## src/design/crbf_pkg.sv

```systemverilog
`timescale 1ns / 1ps
// ----------------------------------------------------------------------------
// Chunked byte ring FIFO package
// Shared operation codes, register map and defaults.
// ----------------------------------------------------------------------------
package crbf_pkg;

  localparam int unsigned CAPACITY_DEF   = 4096;
  localparam int unsigned LANES_DEF      = 8;
  localparam int unsigned MAX_CHUNK_W    = 13;
  localparam int unsigned MAX_CHUNK_RST  = 8;
  localparam int unsigned LEN_W          = 4;
  localparam int unsigned DATA_W         = 64;
  localparam int unsigned PADDR_W        = 3;
  localparam int unsigned PDATA_W        = 32;
  localparam int unsigned REG_MAX_CHUNK  = 0;

  typedef enum logic [1:0] {
    OP_WRITE = 2'd0,
    OP_READ  = 2'd1,
    OP_CLEAR = 2'd2
  } op_e;

  typedef struct packed {
    logic accept;
    logic eval;
    logic step;
    logic load_out;
  } cmd_t;

  typedef struct packed {
    logic is_clear;
    logic ok;
    logic copy_wr;
    logic copy_rd;
    logic last;
    logic out_busy;
  } stat_t;

endpackage

```

## src/design/crbf_ctrl.sv

```systemverilog
`timescale 1ns / 1ps
// ----------------------------------------------------------------------------
// Chunked byte ring FIFO controller
// Sequences evaluation, byte-serial copy and result hand-off for one item.
// ----------------------------------------------------------------------------
module crbf_ctrl (
  input  logic           clk_i,
  input  logic           rst_ni,
  input  logic           in_valid_i,
  output logic           in_stall_o,
  input  crbf_pkg::stat_t stat_i,
  output crbf_pkg::cmd_t  cmd_o
);

  typedef enum logic [2:0] {
    ST_IDLE,
    ST_EVAL,
    ST_COPY,
    ST_DRAIN,
    ST_FINISH
  } state_e;

  state_e state_q, state_d;
  logic   stall_q, stall_d;

  always_comb begin
    cmd_o    = '0;
    state_d  = state_q;
    stall_d  = stall_q;
    case (state_q)
      ST_IDLE: begin
        if (in_valid_i) begin
          cmd_o.accept = 1'b1;
          state_d      = ST_EVAL;
          stall_d      = 1'b1;
        end
      end
      ST_EVAL: begin
        cmd_o.eval = 1'b1;
        if (stat_i.ok && (stat_i.copy_wr || stat_i.copy_rd)) begin
          state_d = ST_COPY;
        end else begin
          state_d = ST_FINISH;
        end
      end
      ST_COPY: begin
        cmd_o.step = 1'b1;
        if (stat_i.last) begin
          state_d = stat_i.copy_rd ? ST_DRAIN : ST_FINISH;
        end
      end
      ST_DRAIN: begin
        state_d = ST_FINISH;
      end
      ST_FINISH: begin
        if (!stat_i.out_busy) begin
          cmd_o.load_out = 1'b1;
          state_d        = ST_IDLE;
          stall_d        = 1'b0;
        end
      end
      default: begin
        state_d = ST_IDLE;
        stall_d = 1'b0;
      end
    endcase
  end

  always_ff @(posedge clk_i or negedge rst_ni) begin
    if (!rst_ni) begin
      state_q <= ST_IDLE;
      stall_q <= 1'b0;
    end else begin
      state_q <= state_d;
      stall_q <= stall_d;
    end
  end

  assign in_stall_o = stall_q;

endmodule

```

## config.mk

```make
export PLATFORM = sky130hd
export DESIGN_NAME = crbf_ctrl
export DESIGN_NICKNAME = d
export VERILOG_FILES = /design/src/design/crbf_pkg.sv /design/src/design/crbf_ctrl.sv
export SDC_FILE = /design/constraint.sdc
export NUM_CORES = 1
export LEC_CHECK = 0
export ABC_AREA = 1
export BUFFER_PORTS_ARGS = -buffer_cell sky130_fd_sc_hd__buf_2
export CORE_AREA = 2 2 39 41
export DETAILED_ROUTE_END_ITERATION = 8
export DIE_AREA = 0 0 41 43
export GPL_TIMING_DRIVEN = 0
export PLACE_DENSITY = 0.39
export SLEW_MARGIN = 5
export SYNTH_ARGS = -nofsm -noshare
export SYNTH_HDL_FRONTEND = slang
export SYNTH_SLANG_ARGS = --single-unit
```

## constraint.sdc

```tcl
create_clock -name clk_i -period 2.64 [get_ports clk_i]
set_input_delay 0.528 -clock clk_i [delete_from_list [all_inputs] [get_ports clk_i]]
set_output_delay 0.528 -clock clk_i [all_outputs]
set_load 0.03 [all_outputs]
```

==> flow_summary.yaml, run 1 <==
outcome:
  status: "completed"
sta:
  fin_crit_ns: 1.736
  clock_skew_ns: 0.001860
  relSlewSlack_pct: 84.81
  slew_viol_final: 0
  hold_violations: 0
  clock.fmax_mhz: 576.0
  rsz0062_at_grt: "false"
  fin_crit_sh_pct: 65.76
  finalSetupViolations: 0
  finalSetupTns_ns: 0
  finalWorstSetupSlack_ns: 0.9039
  worst_pin_slew_ns: 0.2258
placed_design:
  hpwl_um: 516
  portBuffers: 12
  post-place-ws_ns: 1.063
  place_congestion: 0.7144
clock_tree:
  root_buffer: "clkbuf_4"
  cts_made_buffers: 3
  cts_sinks: 4
  cts_hold_buf: 0
  path_clk_slew_ns: 0.04
  postCtsSetupBuffers: 0
  cts_max_level: 1
  cts_tree: "yes"
  clkLatencyLatePin_ns: 0.23
  clock_path_buffers: 2
  cts-resized-gates: 0
grt:
  grt_pass1_vias: 266
  grt_first_pass_wirelength_um: 972
  grt_max_degree: 7
  antenna_found_initial: 0
  grt_use_total_pct: 8.569
  gr-total-overflow: 0
power_and_ir_drop:
  powerDensity_nw_per_um2: 1158
  peakVddDrop_mv: 0.3323
  leakage_nw: 0.2306
floorplanning:
  dieArea_sq_um: 1763
  std_cell_rows: 14
  start_util_pct: 19.44
  die_w_um: 41
  core_sq_um: 1384
  die_h_um: 43
  boundaryPins: 14
logic_synthesis:
  synth_seq_area_share_pct: 37.21
  syn_inst: 42
  yosysUniqueCellTypes: 12
  avgSynthCellArea_sq_um: 6.405
  synth_common_cells: "9 x nand2_1, 7 x inv_1, 7 x nor2_1"
  synth-async-reset-ratio_pct: 100.0
  synth-edff-count: 0
  yosys-top-cells-area: "dfrtp_1 37%, nand2_1 13%, inv_1 9.8%"
  ys_warn_count: 0
  ys.flop_type: "dfrtp_1"
  synth.top_cell.area_share_pct: 37.21
  synth_fp_nets: 51
  synth_most_common_cell: "nand2_1"
  post_synth_instance_area_sq_um: 269.0
  synth_seq_cells: 4
  synth_top_area_cell: "dfrtp_1"
detailed_routing:
  drt_iter0_markers: 0
  via_per_inst: 3.822
  first_pass_iters: 1
  wl_per_cell_um: 8.397
  finalWirelength_um: 613
  drc: 0
  ant_nets: 0
  vias: 279
critical_path:
  critPathMaxFanout: 4
  slowest_stage: "dfrtp_1"
  crit_family: "flip-flops"
  crit_type: "flop to output port"
  rrSetupSlack_ns: 1.58
  path_cells: "nor2_2, nand2_1, nor2_1, buf_2"
  end_kind: "output port"
  cp-start-kind: "flop"
  critPathRequiredTime_ns: 2.11
  critPathBufInv: 1
  crit_arrival_ns: 1.21
  critical_path.max_stage_delay_ns: 0.42
layout:
  antenna_cells: 0
  nNetsFinal: 68
  multi_input_area_sq_um: 135.1
  drive_gt1_share_pct: 35.09
  layout-area-overhead-vs-synth_pct: 38.14
  num-fill-cells: 173
  ff_latch_area_sq_um: 100.1
job:
  maxCapViolCount: 0
min_path:
  hold_class: "input pin to asynchronous set/reset pin"
per-layer routing:
| layer | routed length, um | track usage, % | vias to the layer above |
|---|---|---|---|
| li1 | - | - | 160 |
| met5 | 0 | 0 | - |
| met3 | 17 | 1.571 | 0 |
| met4 | 0 | 10.00 | 0 |
| met2 | 310 | 11.56 | 4 |
| met1 | 285 | 9.772 | 115 |
cell usage in the layout, fill, tap and decap left out:
cell / count
nor2_2: 2
nand3_2: 1
dfrtp_1: 4
o21ai_1: 1
clkbuf_4: 3
inv_1: 7
buf_2: 12
nand3_1: 4
nand2_1: 9
a21oi_1: 3
nor4_1: 1
o22ai_1: 1
inv_2: 2
nor2_1: 7
worst paths after layout:
check                            from    endpoint  cells past startpoint
max                        state_q[1]    cmd_o[3]                      4
min                            rst_ni  state_q[2]                      1
max reg2reg                state_q[1]  state_q[1]                      6
min reg2reg                in_stall_o  in_stall_o                      2
max in group asynchronous      rst_ni  state_q[0]                      1
min in group clk_i         in_stall_o  in_stall_o                      2
sequential cells by signal (all words and copies together), names as in the netlist:
register,cells
state_q,3
in_stall_o,1
cell families after synthesis:
logic type	Yosys count	share of synthesized area [%]
AO/OA/AOI/OAI	5	9.766
AND/OR/NAND/NOR	24	40.47
flip-flops	4	37.21
buffers and inverters	9	12.56
final cells by class:
type / count / area share (%)
timing repair buffer: 12 / 16.16
multi-input combinational: 29 / 36.36
clock buffer: 3 / 6.061
tap: 16 / 5.387
sequential: 4 / 26.94
inverter: 9 / 9.091
power breakdown:
| group | total, mW | switching, mW | internal, mW |
|---|---|---|---|
| registers | 0.119 | 0.0300 | 0.0889 |
| clock network | 0.0729 | 0.0223 | 0.0507 |
| logic | 0.238 | 0.163 | 0.0759 |
through the flow:
stage | cell area, sq um | instances | power [mW] | util, % | hold WS (ns)
3_5_place_dp | 349.1 | 70 | 0.3628 | 25.23 | 0.3350
4_1_cts | 371.6 | 73 | 0.4408 | 26.85 | 0.08462
5_1_grt | 371.6 | 73 | 0.4762 | 26.85 | 0.08829
3_3_place_gp | 349.1 | 70 | 0.3634 | 25.23 | 0.3355
6_report | 371.6 | 73 | 0.4303 | 26.85 | 0.09274
2_1_floorplan | 269.0 | 42 | 0.2995 | - | 0.2324
Note: power is estimated with default switching activity, not from simulation.
==> run 2: changes to the inputs <==
--- a/config.mk
+++ b/config.mk
@@ -5,13 +5,13 @@
 export SDC_FILE = /design/constraint.sdc
 export NUM_CORES = 1
 export LEC_CHECK = 0
-export ABC_AREA = 1
+export ABC_AREA = 0
 export BUFFER_PORTS_ARGS = -buffer_cell sky130_fd_sc_hd__buf_2
 export CORE_AREA = 2 2 39 41
 export DETAILED_ROUTE_END_ITERATION = 8
 export DIE_AREA = 0 0 41 43
 export GPL_TIMING_DRIVEN = 0
-export PLACE_DENSITY = 0.39
+export PLACE_DENSITY = 0.41
 export SLEW_MARGIN = 5
 export SYNTH_ARGS = -nofsm -noshare
 export SYNTH_HDL_FRONTEND = slang
==> constraint.sdc (replaced) <==
create_clock -name clk_i -period 1.42 [get_ports clk_i]
set_input_delay 0.284 -clock clk_i [delete_from_list [all_inputs] [get_ports clk_i]]
set_output_delay 0.284 -clock clk_i [all_outputs]
set_load 0.03 [all_outputs]
==> flow_summary.yaml, run 2 <==
critical_path:
  critPathRequiredTime_ns: 1.14
  cp_common_cell: "buf_6"
  ff2ff_path_depth: 5
  crit_family: "flip-flops"
  critPathMaxFanout: 6
  crit_type: "flop to output port"
  critical_path.max_stage_delay_ns: 0.39
  crit_arrival_ns: 1.18
  slowest_stage: "dfrtp_1"
  critPathBufInv: 2
  cp-start-kind: "flop"
  cp.depth: 3
  path_cells: "buf_6, nor4b_4, buf_6"
  end_kind: "output port"
clock_tree:
  cts_tree: "yes"
  path_clk_slew_ns: 0.04
  cts_max_level: 1
  cts_sinks: 4
  root_buffer: "clkbuf_4"
  clock_path_buffers: 2
  clkLatencyLatePin_ns: 0.24
  cts_made_buffers: 3
grt:
  globalRouteMet1Util_pct: 11.07
  grt_first_pass_wirelength_um: 1028
  met2_usage_pct: 11.88
  grt_pass1_vias: 256
  grt-busiest-layer: "met2"
  met3_usage_pct: 7.853
  gr-total-overflow: 0
  grt_use_total_pct: 9.073
  grt_max_degree: 12
  antenna_found_initial: 0
layout:
  layout_commonest_cell: "buf_4"
  stdcell_count: 69
  layout-area-overhead-vs-synth_pct: 75.80
  top_register: "state_q"
  nNetsFinal: 64
  antenna_cells: 0
  largest_reg_flops: 3
  postLayoutCellArea_sq_um: 481.7
  drive_gt1_share_pct: 54.72
  final_cell_mix: "9 x buf_4, 8 x buf_2, 4 x a21oi_1"
  utilization_pct: 34.81
detailed_routing:
  via_per_inst: 4.478
  finalWirelength_um: 717
  first_pass_iters: 2
  vias: 309
  ant_nets: 0
  drc: 0
  drt_iter0_markers: 2
  wl_per_cell_um: 10.39
floorplanning:
  core_sq_um: 1384
  start_util_pct: 19.80
  std_cell_rows: 14
  boundaryPins: 14
  die_w_um: 41
  dieArea_sq_um: 1763
  die_h_um: 43
power_and_ir_drop:
  power_frac_comb_pct: 64.0
  clockPowerShare_pct: 14.7
  pwr-share-seq_pct: 21.3
  peakVddDrop_mv: 0.5852
  total_power_mw: 0.9832
  leakage_nw: 0.2170
  switching_share_pct: 41.60
  switching_power_mw: 0.4090
  internal-power_mw: 0.5742
  powerDensity_nw_per_um2: 2041
logic_synthesis:
  synth-edff-count: 0
  synth_seq_cells: 4
  synth.top_cell.area_share_pct: 36.53
  synth_common_cells: "4 x a21oi_1, 4 x dfrtp_1, 3 x nor2_1"
  yosysUniqueCellTypes: 20
  ys_warn_count: 0
  synth_seq_area_share_pct: 36.53
  synth_top_area_cell: "dfrtp_1"
  post_synth_instance_area_sq_um: 274.0
  synth_fp_nets: 41
  synth-async-reset-ratio_pct: 100.0
  ys.flop_type: "dfrtp_1"
  syn_inst: 32
  yosys-top-cells-area: "dfrtp_1 37%, a21oi_1 7.3%, buf_4 5.5%"
  avgSynthCellArea_sq_um: 8.563
placed_design:
  dp_cells: 60
  place_congestion: 0.6474
  portBuffers: 12
  placed_area_sq_um: 360.3
sta:
  worst_pin_slew_ns: 0.2546
  hold_violations: 0
  clock_skew_ns: 0.003839
  hold_slack_ns: 0.3420
  clock.fmax_mhz: 682.1
  fin_crit_sh_pct: 103.2
  finalWorstSetupSlack_ns: -0.04607
  rsz0062_at_grt: "true"
  slew_viol_final: 0
  fin_crit_ns: 1.466
  finalSetupViolations: 2
  relSlewSlack_pct: 82.79
outcome:
  violations: "setup timing"
  status: "finished with violations"
min_path:
  hold_class: "input pin to flop"
  hold_depth: 3
job:
  maxCapViolCount: 0
run 2: cell types whose count changed in the layout (fill, tap and decap cells not counted), moves of 2 or more:
cell      delta
nor3b_2      +2
buf_4        +9
nand2_1      -8
nand3_1      -3
inv_1        -7
inv_2        -2
nand2b_1     +2
nor2_1       -5
nor2_2       -2
buf_2        -4
buf_6        +3
run 2: cell families after synthesis:
logic type | share of synthesized area [%]
buf+inv | 7.303
simple gates | 36.53
compound gates | 19.64
flops | 36.53
run 2: power groups by stage:
stage	clock, mW	sequential, mW	combinational (mW)
after floorplan	0	0.206	0.336
after global placement	0	0.188	0.467
after detailed placement	0	0.188	0.463
after CTS	0.153	0.217	0.532
after global routing	0.163	0.214	0.681
final	0.145	0.209	0.629
run 2: layout make-up:
class	count	area, sq um
timing repair buffer	19	128.9
fill	155	902.1
multi-input combinational	25	186.4
sequential	4	101.3
tap	16	20.02
clock buffer	3	22.52
buffer	2	22.52
run 2: tightest hold or removal path, cell delays in order:
cell and delay [ns]:
buf_2 0.13, nand3_1 0.06, o21ai_1 0.06
run 2: worst paths after layout:
path                             from    endpoint  slack (ns)
min                         stat_i[0]  in_stall_o        0.34
max                        state_q[1]    cmd_o[0]       -0.05
min in group asynchronous      rst_ni  in_stall_o        0.38
max reg2reg                state_q[0]  state_q[2]        0.18
max in group asynchronous      rst_ni  state_q[2]        0.91
min reg2reg                in_stall_o  in_stall_o        0.55
run 2: through the flow:
stage | setup TNS (ns) | setup WS (ns)
final | -0.07560 | -0.04607
after global routing | -0.2540 | -0.1173
after CTS | -0.1076 | -0.06980
after detailed placement | 0 | 0.06854
after global placement | 0 | 0.06433
after floorplan | -0.3374 | -0.1298
run 2: routing by layer:
metal  wire (um)  share of wire, %
met1         321                45
met2         337                47
met3          58               8.1
met4           0                 0
met5           0                 0
run 2: timing repair:
action                                  CTS  global route
resized for setup                        10             3
buffers inserted                          2             4
endpoints found under the hold margin     4             0
pin swaps                                 2             5
endpoints found under the setup margin    4             4
hold buffers                              1             0
